**src/hdl/uil_pkg.sv**
```systemverilog
package uil_pkg;

  localparam logic [31:0] MAGIC_WORD      = 32'hdeadbeef;
  localparam logic [31:0] REQ_WORD        = MAGIC_WORD ^ 32'h1;
  localparam logic [31:0] ACK_WORD        = MAGIC_WORD ^ 32'h2;
  localparam logic [31:0] FAIL_WORD       = 32'h50505050;
  localparam logic [31:0] LOAD_BASE_RESET = 32'h00080000;
  localparam int          ADDR_WIDTH_DEFAULT = 32;

  // result kinds
  localparam logic [1:0] KIND_TX     = 2'd0;
  localparam logic [1:0] KIND_WRITE  = 2'd1;
  localparam logic [1:0] KIND_STATUS = 2'd2;

  // what one accepted byte asks the emitter to send
  typedef enum logic [1:0] {
    BM_WORD,    // four transmit bytes, low first
    BM_SIZE,    // eight transmit bytes, low first
    BM_WRITE,   // one memory write
    BM_STATUS   // four transmit bytes, then the load status
  } burst_mode_t;

  typedef struct packed {
    burst_mode_t mode;
    logic [63:0] data;
    logic [31:0] addr;
    logic        ok;
  } burst_t;

endpackage

```
**src/hdl/uart_image_loader_handshake_top.sv**
```systemverilog
// Serial image loader front end. Each received byte (rx_byte) enters on the
// in_valid/in_stall channel; the results it causes leave one beat per cycle,
// while out_stall is low, on the out_valid/out_stall channel, with last
// marking the final beat of that byte. The loader first waits for the request
// word 0xdeadbeef^1 (little endian, echoing any other word), answers with the
// ACK word, then takes and echoes an 8-byte image size, turns each image byte
// into one memory write at load_base plus the running offset, and finally
// checks a 4-byte trailer, answering ACK plus a good status or 0x50505050 plus
// a bad status. Bytes that arrive after the status are dropped until reset.
// A byte that only adds to a word being gathered causes no beat; an image
// byte causes one beat, a completed handshake word four, the size eight and
// the trailer five. The emitter walks the pending beats into the output
// register; the decoder takes the next byte in the same cycle the last beat
// of the current one moves out. Write load_base only while idle.
module uart_image_loader_handshake_top #(
  parameter int ADDR_WIDTH = uil_pkg::ADDR_WIDTH_DEFAULT
) (
  input  logic        clk,
  input  logic        rst,
  // received bytes
  input  logic        in_valid,
  output logic        in_stall,
  input  logic [7:0]  rx_byte,
  // load base register write
  input  logic        cfg_valid,
  output logic        cfg_ready,
  input  logic [31:0] load_base,
  // result beats
  output logic        out_valid,
  input  logic        out_stall,
  output logic [1:0]  kind,
  output logic [7:0]  tx_byte,
  output logic [31:0] write_addr,
  output logic [7:0]  write_data,
  output logic        load_ok,
  output logic        last
);

  logic [31:0]     base_addr;
  uil_pkg::burst_t burst;
  logic            bvalid;
  logic            btake;

  // the register write is always accepted
  assign cfg_ready = 1'b1;

  always_ff @(posedge clk) begin
    if (rst) begin
      base_addr <= uil_pkg::LOAD_BASE_RESET;
    end else if (cfg_valid && cfg_ready) begin
      base_addr <= load_base;
    end
  end

  // decode: track the phase, gather words, and register one burst per byte that causes beats
  uil_decode #(
    .ADDR_WIDTH(ADDR_WIDTH)
  ) u_decode (
    .clk      (clk),
    .rst      (rst),
    .in_valid (in_valid),
    .in_stall (in_stall),
    .rx_byte  (rx_byte),
    .base_addr(base_addr),
    .burst    (burst),
    .bvalid   (bvalid),
    .btake    (btake)
  );

  // emit: step through the burst, one beat into the output register per cycle while not stalled
  uil_emit u_emit (
    .clk       (clk),
    .rst       (rst),
    .burst     (burst),
    .bvalid    (bvalid),
    .btake     (btake),
    .out_valid (out_valid),
    .out_stall (out_stall),
    .kind      (kind),
    .tx_byte   (tx_byte),
    .write_addr(write_addr),
    .write_data(write_data),
    .load_ok   (load_ok),
    .last      (last)
  );

endmodule

```
**src/hdl/uil_decode.sv**
```systemverilog
module uil_decode #(
  parameter int ADDR_WIDTH = uil_pkg::ADDR_WIDTH_DEFAULT
) (
  input  logic            clk,
  input  logic            rst,
  input  logic            in_valid,
  output logic            in_stall,
  input  logic [7:0]      rx_byte,
  input  logic [31:0]     base_addr,
  output uil_pkg::burst_t burst,
  output logic            bvalid,
  input  logic            btake
);

  typedef enum logic [2:0] {
    PH_HANDSHAKE,
    PH_SIZE,
    PH_IMAGE,
    PH_TRAILER,
    PH_DONE
  } phase_t;

  phase_t          phase, phase_next;
  logic [2:0]      pos, pos_next;
  logic [63:0]     gather, gather_next;
  logic [63:0]     size, size_next;
  logic [63:0]     loaded, loaded_next;
  uil_pkg::burst_t burst_next;
  logic            has_burst;
  logic            accept;
  logic [31:0]     word;
  logic [63:0]     size_word;
  logic [63:0]     loaded_inc;
  logic [ADDR_WIDTH-1:0] addr_sum;

  assign in_stall = bvalid && !btake;
  assign accept   = in_valid && !in_stall;

  assign word       = {rx_byte, gather[23:0]};
  assign size_word  = {rx_byte, gather[55:0]};
  assign loaded_inc = loaded + 64'd1;
  assign addr_sum   = ADDR_WIDTH'(base_addr) + ADDR_WIDTH'(loaded);

  always_comb begin
    phase_next  = phase;
    pos_next    = pos;
    gather_next = gather | (64'(rx_byte) << {pos, 3'b000});
    size_next   = size;
    loaded_next = loaded;
    has_burst   = 1'b0;
    burst_next  = '{mode: uil_pkg::BM_WORD, data: 64'd0, addr: 32'd0, ok: 1'b0};
    unique case (phase)
      PH_HANDSHAKE, PH_TRAILER: begin
        pos_next = pos + 3'd1;
        if (pos == 3'd3) begin
          pos_next    = 3'd0;
          gather_next = 64'd0;
          has_burst   = 1'b1;
          if (phase == PH_HANDSHAKE) begin
            if (word == uil_pkg::REQ_WORD) begin
              burst_next.data = 64'(uil_pkg::ACK_WORD);
              phase_next      = PH_SIZE;
            end else begin
              burst_next.data = 64'(word);
            end
          end else begin
            burst_next.mode = uil_pkg::BM_STATUS;
            burst_next.ok   = (word == uil_pkg::MAGIC_WORD);
            burst_next.data = (word == uil_pkg::MAGIC_WORD) ? 64'(uil_pkg::ACK_WORD)
                                                             : 64'(uil_pkg::FAIL_WORD);
            phase_next      = PH_DONE;
          end
        end
      end
      PH_SIZE: begin
        pos_next = pos + 3'd1;
        if (pos == 3'd7) begin
          gather_next     = 64'd0;
          size_next       = size_word;
          loaded_next     = 64'd0;
          has_burst       = 1'b1;
          burst_next.mode = uil_pkg::BM_SIZE;
          burst_next.data = size_word;
          phase_next      = (size_word == 64'd0) ? PH_TRAILER : PH_IMAGE;
        end
      end
      PH_IMAGE: begin
        gather_next     = gather;
        has_burst       = 1'b1;
        burst_next.mode = uil_pkg::BM_WRITE;
        burst_next.addr = 32'(addr_sum);
        burst_next.data = 64'(rx_byte);
        loaded_next     = loaded_inc;
        if (loaded_inc == size) begin
          phase_next = PH_TRAILER;
        end
      end
      PH_DONE: begin
        gather_next = gather;
      end
      default: begin
        gather_next = gather;
      end
    endcase
  end

  always_ff @(posedge clk) begin
    if (rst) begin
      phase  <= PH_HANDSHAKE;
      pos    <= 3'd0;
      gather <= 64'd0;
      size   <= 64'd0;
      loaded <= 64'd0;
      bvalid <= 1'b0;
    end else begin
      if (accept) begin
        phase  <= phase_next;
        pos    <= pos_next;
        gather <= gather_next;
        size   <= size_next;
        loaded <= loaded_next;
      end
      if (accept && has_burst) begin
        bvalid <= 1'b1;
      end else if (btake) begin
        bvalid <= 1'b0;
      end
    end
  end

  always_ff @(posedge clk) begin
    if (accept && has_burst) begin
      burst <= burst_next;
    end
  end

  a_done_sticks: assert property (@(posedge clk) disable iff (rst)
    (phase == PH_DONE) |=> (phase == PH_DONE))
    else $error("loader left the done phase");

  a_word_pos: assert property (@(posedge clk) disable iff (rst)
    ((phase == PH_HANDSHAKE) || (phase == PH_TRAILER) || (phase == PH_IMAGE)) |-> (pos < 3'd4))
    else $error("word byte position out of range");

  a_image_count: assert property (@(posedge clk) disable iff (rst)
    (phase == PH_IMAGE) |-> (loaded < size))
    else $error("image byte count passed the image size");

endmodule

```
**src/hdl/uil_emit.sv**
```systemverilog
module uil_emit (
  input  logic            clk,
  input  logic            rst,
  input  uil_pkg::burst_t burst,
  input  logic            bvalid,
  output logic            btake,
  output logic            out_valid,
  input  logic            out_stall,
  output logic [1:0]      kind,
  output logic [7:0]      tx_byte,
  output logic [31:0]     write_addr,
  output logic [7:0]      write_data,
  output logic            load_ok,
  output logic            last
);

  logic [3:0]  idx;
  logic        load;
  logic [7:0]  sel_byte;
  logic [1:0]  res_kind;
  logic [7:0]  res_tx;
  logic [31:0] res_addr;
  logic [7:0]  res_data;
  logic        res_ok;
  logic        res_last;

  assign sel_byte = 8'(burst.data >> {idx[2:0], 3'b000});

  always_comb begin
    res_kind = uil_pkg::KIND_TX;
    res_tx   = sel_byte;
    res_addr = 32'd0;
    res_data = 8'd0;
    res_ok   = 1'b0;
    res_last = 1'b0;
    unique case (burst.mode)
      uil_pkg::BM_WORD: begin
        res_last = (idx == 4'd3);
      end
      uil_pkg::BM_SIZE: begin
        res_last = (idx == 4'd7);
      end
      uil_pkg::BM_WRITE: begin
        res_kind = uil_pkg::KIND_WRITE;
        res_tx   = 8'd0;
        res_addr = burst.addr;
        res_data = 8'(burst.data);
        res_last = 1'b1;
      end
      uil_pkg::BM_STATUS: begin
        if (idx == 4'd4) begin
          res_kind = uil_pkg::KIND_STATUS;
          res_tx   = 8'd0;
          res_ok   = burst.ok;
          res_last = 1'b1;
        end
      end
      default: begin
        res_last = 1'b1;
      end
    endcase
  end

  // advance only when the output register is free or being drained
  assign load  = bvalid && (!out_valid || !out_stall);
  assign btake = load && res_last;

  always_ff @(posedge clk) begin
    if (rst) begin
      out_valid <= 1'b0;
      idx       <= 4'd0;
    end else if (load) begin
      out_valid <= 1'b1;
      idx       <= res_last ? 4'd0 : idx + 4'd1;
    end else if (!out_stall) begin
      out_valid <= 1'b0;
    end
  end

  always_ff @(posedge clk) begin
    if (load) begin
      kind       <= res_kind;
      tx_byte    <= res_tx;
      write_addr <= res_addr;
      write_data <= res_data;
      load_ok    <= res_ok;
      last       <= res_last;
    end
  end

  a_idx_range: assert property (@(posedge clk) disable iff (rst)
    idx <= 4'd7)
    else $error("burst index out of range");

  a_take_rewinds: assert property (@(posedge clk) disable iff (rst)
    btake |=> (idx == 4'd0))
    else $error("burst index not rewound after the last beat");

  a_write_single: assert property (@(posedge clk) disable iff (rst)
    (bvalid && (burst.mode == uil_pkg::BM_WRITE)) |-> (idx == 4'd0))
    else $error("memory write burst longer than one beat");

endmodule
```
**config.mk**
```make
export PLATFORM = sky130hd
export DESIGN_NAME = uart_image_loader_handshake_top
export DESIGN_NICKNAME = d
export VERILOG_FILES = /design/src/hdl/uil_pkg.sv /design/src/hdl/uart_image_loader_handshake_top.sv /design/src/hdl/uil_decode.sv /design/src/hdl/uil_emit.sv
export SDC_FILE = /design/constraint.sdc
export NUM_CORES = 1
export LEC_CHECK = 0
export BUFFER_PORTS_ARGS = -buffer_cell sky130_fd_sc_hd__buf_2
export CAP_MARGIN = 20
export CORE_MARGIN = 1
export CORE_UTILIZATION = 62
export DETAILED_ROUTE_END_ITERATION = 10
export PLACE_DENSITY = 0.9
export SKIP_CTS_REPAIR_TIMING = 1
export SLEW_MARGIN = 20
export SYNTH_ARGS = -nofsm -noshare
export SYNTH_HDL_FRONTEND = slang
export SYNTH_SLANG_ARGS = --single-unit
export TNS_END_PERCENT = 1
```
**constraint.sdc**
```tcl
create_clock -name clk -period 13.68 [get_ports clk]
set_input_delay 0.684 -clock clk [delete_from_list [all_inputs] [get_ports clk]]
set_output_delay 0.684 -clock clk [all_outputs]
set_load 0.02 [all_outputs]
```
==> results of run 1 <==
state kept, by name, summed over array words and instances (netlist names):
name / cells
u_emit.write_data: 8
u_emit.last: 1
u_emit.tx_byte: 8
u_decode.phase: 3
u_emit.idx: 4
u_decode.bvalid: 1
u_decode.burst: 99
base_addr: 32
u_decode.pos: 3
u_emit.write_addr: 32
u_emit.load_ok: 1
u_decode.gather: 56
u_emit.kind: 2
u_emit.out_valid: 1
u_decode.loaded: 64
u_decode.size: 64
report_power, final:
group / switching (uW) / total [uW] / internal (uW) / leakage, uW
Sequential: 20.6 / 1220 / 1200 / 0.00326
Combinational: 109 / 160 / 51.4 / 0.00352
Clock: 442 / 1090 / 648 / 0.000639
Total: 571 / 2470 / 1900 / 0.00742
synthesized netlist by cell type (9+ instances only):
library cell / count
nor2_1: 233
and2_1: 97
a211oi_1: 10
xor2_1: 40
or3_1: 20
nor3_1: 59
and4_1: 10
edfxtp_1: 151
a21o_1: 13
nand3_1: 49
ha_1: 35
and3_1: 22
nor4_1: 45
mux2i_1: 40
nand4_1: 38
nor3b_1: 9
a21oi_1: 221
a31oi_1: 14
nand2_1: 256
mux4_2: 16
inv_1: 22
xnor2_1: 94
buf_1: 11
nor2b_1: 12
o21ai_0: 62
clkbuf_1: 94
dfxtp_1: 228
routing by layer:
| metal | global-route usage (%) | share of wire, % | up-vias |
|---|---|---|---|
| met2 | 56.1 | 48 | 902 |
| met1 | 43.1 | 39 | 7560 |
| li1 | - | - | 7310 |
| met3 | 5.82 | 9.0 | 182 |
| met4 | 13.1 | 3.8 | 2 |
| met5 | 0 | 0.14 | - |
logic make-up after synthesis:
family	synth area share [%]
and+or+nand+nor	23.7
AOI/OAI and AO/OA	12.0
DFF	48.6
buffers and inverters	2.92
xor gates and xnor gates	6.26
muxes	4.06
adders and majority gates	2.44
other	0.0200
final cells by class:
cell class                 instances  area (um^2)
clock inverter                    10          143
sequential                       379         9100
fill                            2094         8910
timing repair buffer             115          661
multi-input combinational       1515         9150
antenna                            2         5.00
tap                              390          488
clock buffer                      64         1170
inverter                          22         82.6
through the flow:
stage	utilization [%]	power, uW	cells
global route	70.0	2540	2495
CTS	69.9	2470	2494
detailed placement	65.5	1400	2420
floorplan	-	1350	2034
global placement	65.4	1390	2419
finish	70.0	2470	2497
worst max-delay path: cells and delay by family (launching register included):
| kind | cells | cell delay (ns) |
|---|---|---|
| AND/OR/NAND/NOR | 6 | 2.43 |
| flip-flops | 1 | 0.94 |
| AO/OA/AOI/OAI | 3 | 0.77 |
| adder cells (fa/ha/maj) | 1 | 0.38 |
worst paths after layout:
kind | startpoint | end | slack [ns] | cells past startpoint
min reg2reg | u_decode.size[63] | u_decode.size[63] | 0.47 | 2
max | u_emit.idx[1] | u_decode.gather[55] | 9.08 | 10
max reg2reg | u_emit.idx[1] | u_decode.gather[55] | 9.08 | 10
min | load_base[19] | base_addr[19] | 0.36 | 2
==> results.toml, run 1 <==
[worst_setup_path]
cp_data_required_time_ns = 14.14
max_stage_delay_ns = 0.94
critical_path.cell_chain = "ha_1 > nand3b_1 > a21boi_0 > o21a_1 > nand2_1 > nor3_1 > nand2_1 > nor3b_1 > a21oi_1 > nor2_1"
cp-end-kind = "register"
critPathMaxFanout = 19
worstSetupPathType = "reg2reg"
arrival_ns = 5.07
slowest_stage = "dfxtp_1"
critPathLaunchType = "register"
crit_top_cell = "nand2_1"

[global_routing]
grt_overflow = 0
grt_pass1_vias = 15079
grt_use_total_pct = 33.5
grt_max_degree = 103
antenna_found_initial = 3
grt_pass1_wl_um = 81600

[timing]
report.final.slew_viol_count = 0
slew_headroom_pct = 22.5
finalSetupViolations = 0
min_period_ns = 4.60
worst_clock_skew_ns = 0.0224
tns_ns = 0
finalCritPeriodShare_pct = 33.7
tightest_slew_ns = 1.15
hold_ws_ns = 0.355
fmax_mhz = 217
rsz0062_at_grt = "false"
layout_setup_ws_ns = 9.08
final-hold-violation-count = 0

[finish]
drive_gt1_share_pct = 10.5
layout.nets = 2154
area_growth_pct = 11.0
mostFrequentLayoutCells = "nand2_1 (255), nor2_1 (231), dfxtp_1 (228)"
fin_area_um2 = 20800
final_common_cell = "nand2_1"

[clock_tree]
cts_max_level = 2
cts.path.max_buffers = 3
cts_tree = "yes"
cts_inserted_buffers = 40
worstSkewPairLatency_ns = 0.54
clkTransAtPathRegs_ns = 0.06
clock-root-buffer = "clkbuf_16"
cts_sinks = 379

[yosys]
synth_edf_count = 151
syn_nets = 2115
synth.area.top_cells = "dfxtp_1 (24%), edfxtp_1 (24%), a21oi_1 (5.9%)"
synth-main-ff-cell = "dfxtp_1"
synth.distinct_cells = 79
ys_seq_elements = 379
avgSynthCellArea_um2 = 9.21
async_flop_share_pct = 0
yosysTopAreaCell = "dfxtp_1"
yosys.area.top_type_share_pct = 24.4
synth_warnings = 0
yosysSeqAreaShare_pct = 48.6
syn_inst = 2034
syn_area_um2 = 18700

[floorplan]
start_util_pct = 63.0
rows = 63
die_h_um = 176
die_w_um = 176
core-area_um2 = 29700
io_pins = 100
die_area_um2 = 30900

[detailed_routing]
antenna_left = 0
drc = 0
dr.pass1.iters = 7
drt_iter0_drc = 1870
vias_per_cell = 6.39
wire_per_inst_um = 20.8
wirelength_um = 52000
vias = 15956

[pwr]
peakVddDrop_mv = 0.121
power.leakage_uw = 0.00742
powerDensity_nw_per_um2 = 119

[placement]
dp_slack_ns = 9.46
placed_cell_area_um2 = 19500
gp_congestion = 0.991
dp_hpwl_um = 35500
port_buffers = 98

[min_path]
hold_path.class = "in2reg"

[run]
maxCapViolCount = 0

[outcome]
status = "finished, final reports clean"
(Power assumes the default switching activity.)
==> run 2: changes to the inputs <==
CORE_UTILIZATION = 56   (was 62)
PLACE_DENSITY = 0.86   (was 0.9)
clock period = 4.1 ns   (was 13.68 ns; I/O delays follow)
==> run 2 against run 1 <==
The run now ends with hold timing left. Critical path depth is the same. Total power grew to 3.3 times the previous value. Sequential power grew to 3.3 times the previous value. Register-to-register slack lost 8.6 ns. Clock skew shrank 0.0040 ns. Critical endpoint is now u_decode.burst[29]. Largest cell class unchanged.
==> results.toml, run 2 (synthesis gave the netlist of run 1 again) <==
[outcome]
status = "finished with violations"
violations = "hold timing"

[placement]
gp_congestion = 0.981
dp_slack_ns = 0.610
port_buffers = 98
placed_cell_area_um2 = 19700
dp_hpwl_um = 36100

[detailed_routing]
top_layer = "met4"
drc = 0
vias = 16157
antenna_left = 0
wirelength_um = 52800
wl_met1_um = 20900
drt_iter0_drc = 1779
vias_per_cell = 6.22
wire_per_inst_um = 20.3
wl_met2_um = 24700
wl_met3_um = 4730
dr.pass1.iters = 6

[worst_setup_path]
rr_endpoint = "u_decode.burst[29]"
critPathLaunchType = "register"
cp-end-kind = "register"
critPathMaxFanout = 8
r2r_slack_ns = 0.47
worstSetupPathType = "reg2reg"
critical_path.cell_chain = "ha_1 > a21oi_1 > o21ai_0 > o41ai_1 > o22ai_1 > a31o_2 > o41ai_1 > o21ai_0 > mux2i_1 > a311o_1"
arrival_ns = 3.92
rr_worst_depth = 10
crit_buf_inv = 0
critPathTopFamily = "compound AO/OA/AOI/OAI gates"
cp_data_required_time_ns = 4.39
reg2reg_from = "u_decode.loaded[11]"
slowest_stage = "o41ai_1"
max_stage_delay_ns = 0.66
worst-path-stages = 10

[finish]
drive_gt1_share_pct = 11.7
num-fill-cells = 2506
num_antenna_cells = 0
fin_area_um2 = 21300
area_growth_pct = 13.8
largestRegisters = "u_decode.burst (99), u_decode.loaded (64), u_decode.size (64)"
multiInputGateArea_um2 = 9170
layout.nets = 2206
seqCellArea_um2 = 9100
mostFrequentLayoutCells = "nand2_1 (255), nor2_1 (231), dfxtp_1 (227)"
final_common_cell = "nand2_1"
largest_reg_flops = 99
regMostFlops = "u_decode.burst"

[timing]
tightest_slew_ns = 1.00
rsz0062_at_grt = "false"
finalCritPeriodShare_pct = 88.5
finalSetupViolations = 0
slew_headroom_pct = 33.0
min_period_ns = 3.63
report.final.slew_viol_count = 0
hold_ws_ns = -0.0366
layout_setup_ws_ns = 0.472
worst_clock_skew_ns = 0.0183
fmax_mhz = 276
final-hold-violation-count = 1

[global_routing]
grt_pass1_wl_um = 81000
grt_use_total_pct = 30.3
grt_overflow = 0
antenna_found_initial = 0
grt_pass1_vias = 15238
grt_max_degree = 101

[clock_tree]
clkTransAtPathRegs_ns = 0.07
cts.path.max_buffers = 3
clock-root-buffer = "clkbuf_16"
cts_max_level = 2
cts_sinks = 379
cts_tree = "yes"
worstSkewPairLatency_ns = 0.55
cts_inserted_buffers = 40

[floorplan]
io_pins = 100
die_w_um = 185
rows = 66
die_area_um2 = 34200
start_util_pct = 57.3
core-area_um2 = 32700
die_h_um = 185

[min_path]
min_from = "out_stall"
hold_depth = 3
hold_end = "u_emit.out_valid"
hold_path.class = "in2reg"

[pwr]
power_uw = 8220
peakVddDrop_mv = 0.346
power.leakage_uw = 0.00765
powerDensity_nw_per_um2 = 386

[run]
maxCapViolCount = 0
[run 2: changes by cell type in the layout (fill, tap and decap cells not counted), sizes merged]
cell	previous run	this run
buf	115	135
bufinv	3	1
clkbuf	64	58
clkinv	6	11
clkinvlp	0	1
diode	2	0
dlygate4sd3	0	32
inv	23	25
[run 2: metrics by stage]
stage / hold WS, ns / std cells / utilization [%] / setup TNS (ns)
after floorplan: 0.327 / 2034 / - / -36.40
after global placement: 0.416 / 2493 / 60.3 / 0
after detailed placement: 0.420 / 2493 / 60.3 / 0
after CTS: -0.144 / 2567 / 64.2 / 0
after global routing: 0.00772 / 2599 / 65.2 / 0
final: -0.0366 / 2599 / 65.2 / 0
[run 2: how the worst max path moves through the flow]
stage                                    from            endpoint  slack [ns]
final                     u_decode.loaded[11]  u_decode.burst[29]        0.47
after global placement     u_decode.loaded[2]  u_decode.burst[29]        0.67
after detailed placement  u_decode.loaded[11]  u_decode.burst[29]        0.61
after floorplan                 u_emit.idx[0]   u_decode.burst[0]       -0.37
after global routing      u_decode.loaded[11]  u_decode.burst[29]        0.25
after CTS                 u_decode.loaded[11]  u_decode.burst[29]        0.56
[run 2: worst min-delay path, cell delays in order]
cell and delay [ns]:
buf_2 0.12, a21oi_1 0.08, nor2_1 0.07
[run 2: per-layer routing]
layer / vias up / track usage (%)
met4: 0 / 13.6
met3: 205 / 5.78
met2: 859 / 50.2
met5: - / 0
met1: 7706 / 38.5
li1: 7387 / -
[run 2: final cells by class]
cell class | instances | area share (%)
multi-input cells | 1515 | 43.0
flip-flops and latches | 379 | 42.7
clock buffers | 58 | 5.37
repair buffers | 167 | 5.23
well taps | 442 | 2.59
clock inverters | 16 | 0.698
inverters | 22 | 0.399
[run 2: power breakdown]
| group | total (uW) | leakage [uW] | switching [uW] | internal (uW) |
|---|---|---|---|---|
| logic | 569 | 0.00376 | 374 | 195 |
| clock network | 3570 | 0.000639 | 1540 | 2030 |
| registers | 4080 | 0.00326 | 67.4 | 4010 |
==> run 3: changes to the inputs <==
CORE_ASPECT_RATIO = 1.5   (was not set)
CORE_UTILIZATION = 62   (was 56)
PLACE_DENSITY = 0.9   (was 0.86)
clock period = 3.4 ns   (was 4.1 ns; I/O delays follow)
==> run 3 against run 2 <==
The flow finishes with violations (setup timing). Clock skew is 0.0032 ns higher. Largest power group unchanged. Clock power is 22% higher. Sequential power is 21% higher. Sequential share of layout area is 0.50 points lower. Fmax is 6.3% higher. Largest cell class unchanged. Cell area is 1.2% higher. Cell count is 0.96% lower. Critical path depth is 4 higher.
==> results.toml, run 3 (synthesis gave the netlist of run 1 again) <==
[min_path]
hold_path.class = "in2reg"

[detailed_routing]
dr.pass1.iters = 9
drc = 0
vias = 16575
drt_iter0_drc = 1787
wirelength_um = 59500
antenna_left = 0
wire_per_inst_um = 23.1
vias_per_cell = 6.44

[timing]
finalCritPeriodShare_pct = 100
finalSetupViolations = 1
rsz0062_at_grt = "true"
slew_headroom_pct = 27.6
tightest_slew_ns = 1.09
report.final.slew_viol_count = 0
worst_clock_skew_ns = 0.0216
hold_ws_ns = 0.0576
min_period_ns = 3.41
final-hold-violation-count = 0
layout_setup_ws_ns = -0.0138
fmax_mhz = 293

[finish]
largest_reg_flops = 99
layout.nets = 2230
area_growth_pct = 15.1
mostFrequentLayoutCells = "nand2_1 (255), nor2_1 (231), dfxtp_1 (227)"
drive_gt1_share_pct = 12.8
final_common_cell = "nand2_1"
multiInputGateArea_um2 = 9200
regMostFlops = "u_decode.burst"
num-fill-cells = 2024
largestRegisters = "u_decode.burst (99), u_decode.loaded (64), u_decode.size (64)"
seqCellArea_um2 = 9100

[floorplan]
start_util_pct = 63.3
core-area_um2 = 29600
die_area_um2 = 30900
die_h_um = 215
rows = 77
io_pins = 100
die_w_um = 144

[placement]
dp_hpwl_um = 38700
port_buffers = 98
dp_slack_ns = 0.0922
gp_congestion = 1.03

[global_routing]
grt_use_total_pct = 37.5
antenna_found_initial = 3
grt_max_degree = 122
grt_overflow = 0
grt_pass1_wl_um = 87900
grt_pass1_vias = 16023

[clock_tree]
cts.path.max_buffers = 3
clkTransAtPathRegs_ns = 0.07
cts_tree = "yes"
cts_inserted_buffers = 36
cts_max_level = 2
cts_sinks = 379
clock-root-buffer = "clkbuf_16"
worstSkewPairLatency_ns = 0.56

[outcome]
violations = "setup timing"
status = "finished with violations"

[worst_setup_path]
arrival_ns = 3.71
critPathLaunchType = "register"
slowest_stage = "dfxtp_1"
worstSetupPathType = "reg2reg"
critPathTopFamily = "compound AO/OA/AOI/OAI gates"
crit_buf_inv = 3
critPathMaxFanout = 5
cp_data_required_time_ns = 3.70
crit_top_cell = "buf_4"
cp-end-kind = "register"
critical_path.cell_chain = "ha_1 > inv_1 > fa_1 > nor2b_1 > o31a_1 > nor3_1 > o211ai_1 > buf_4 > a31o_2 > o41ai_2 > buf_4 > o311ai_0 > xnor2_1 > nor2_1"
max_stage_delay_ns = 0.39

[pwr]
power_uw = 10000
peakVddDrop_mv = 0.350
power.leakage_uw = 0.00783
powerDensity_nw_per_um2 = 464

[run]
maxCapViolCount = 0
run 3: changes by cell type in the layout (fill, tap and decap cells not counted), moves of 3 or more:
| cell | previous run | this run |
|---|---|---|
| clkbuf_16 | 41 | 37 |
| buf_12 | 2 | 8 |
| bufinv_16 | 1 | 5 |
| buf_4 | 36 | 58 |
| clkinv_2 | 7 | 4 |
run 3: area by class of cell:
type,instances,area share [%]
sequential,379,42.2
timing repair buffer,195,6.50
clock inverter,14,1.08
tap,395,2.29
inverter,22,0.394
multi-input combinational,1515,42.7
clock buffer,52,4.88
antenna,2,0.0232
run 3: stage by stage:
step           util, %  instance area, um^2  cells  setup TNS, ns
2_1_floorplan        -                18800   2034        -121.44
3_3_place_gp      67.4                19900   2473              0
3_5_place_dp      67.4                19900   2473              0
4_1_cts           71.7                21200   2539              0
5_1_grt           72.9                21600   2572         -0.414
6_report          72.9                21600   2574        -0.0138
run 3: layer usage:
metal / share of wire [%] / vias to the layer above / wire [um] / global-route usage [%]
met5: 0 / - / 0 / 0
met4: 8.3 / 0 / 4920 / 27.5
met3: 8.6 / 320 / 5150 / 8.20
met2: 49 / 995 / 29100 / 63.0
met1: 34 / 7805 / 20300 / 41.2
li1: - / 7455 / - / -
run 3: worst paths after layout:
check | startpoint | to | slack (ns) | cells past startpoint
setup / recovery | base_addr[0] | u_decode.burst[31] | -0.01 | 14
hold / removal | rx_byte[7] | u_decode.size[63] | 0.06 | 3
setup reg to reg | base_addr[0] | u_decode.burst[31] | -0.01 | 14
hold reg to reg | u_decode.size[22] | u_decode.size[22] | 0.47 | 2
run 3: worst min-delay path, cell delays in order:
cell and delay [ns]:
buf_2 0.22, nand2_1 0.11, a21oi_1 0.06
run 3: power by group:
group / switching (uW) / internal (uW) / total (uW)
logic: 477 / 247 / 724
clock network: 1790 / 2560 / 4340
registers: 94.5 / 4840 / 4930
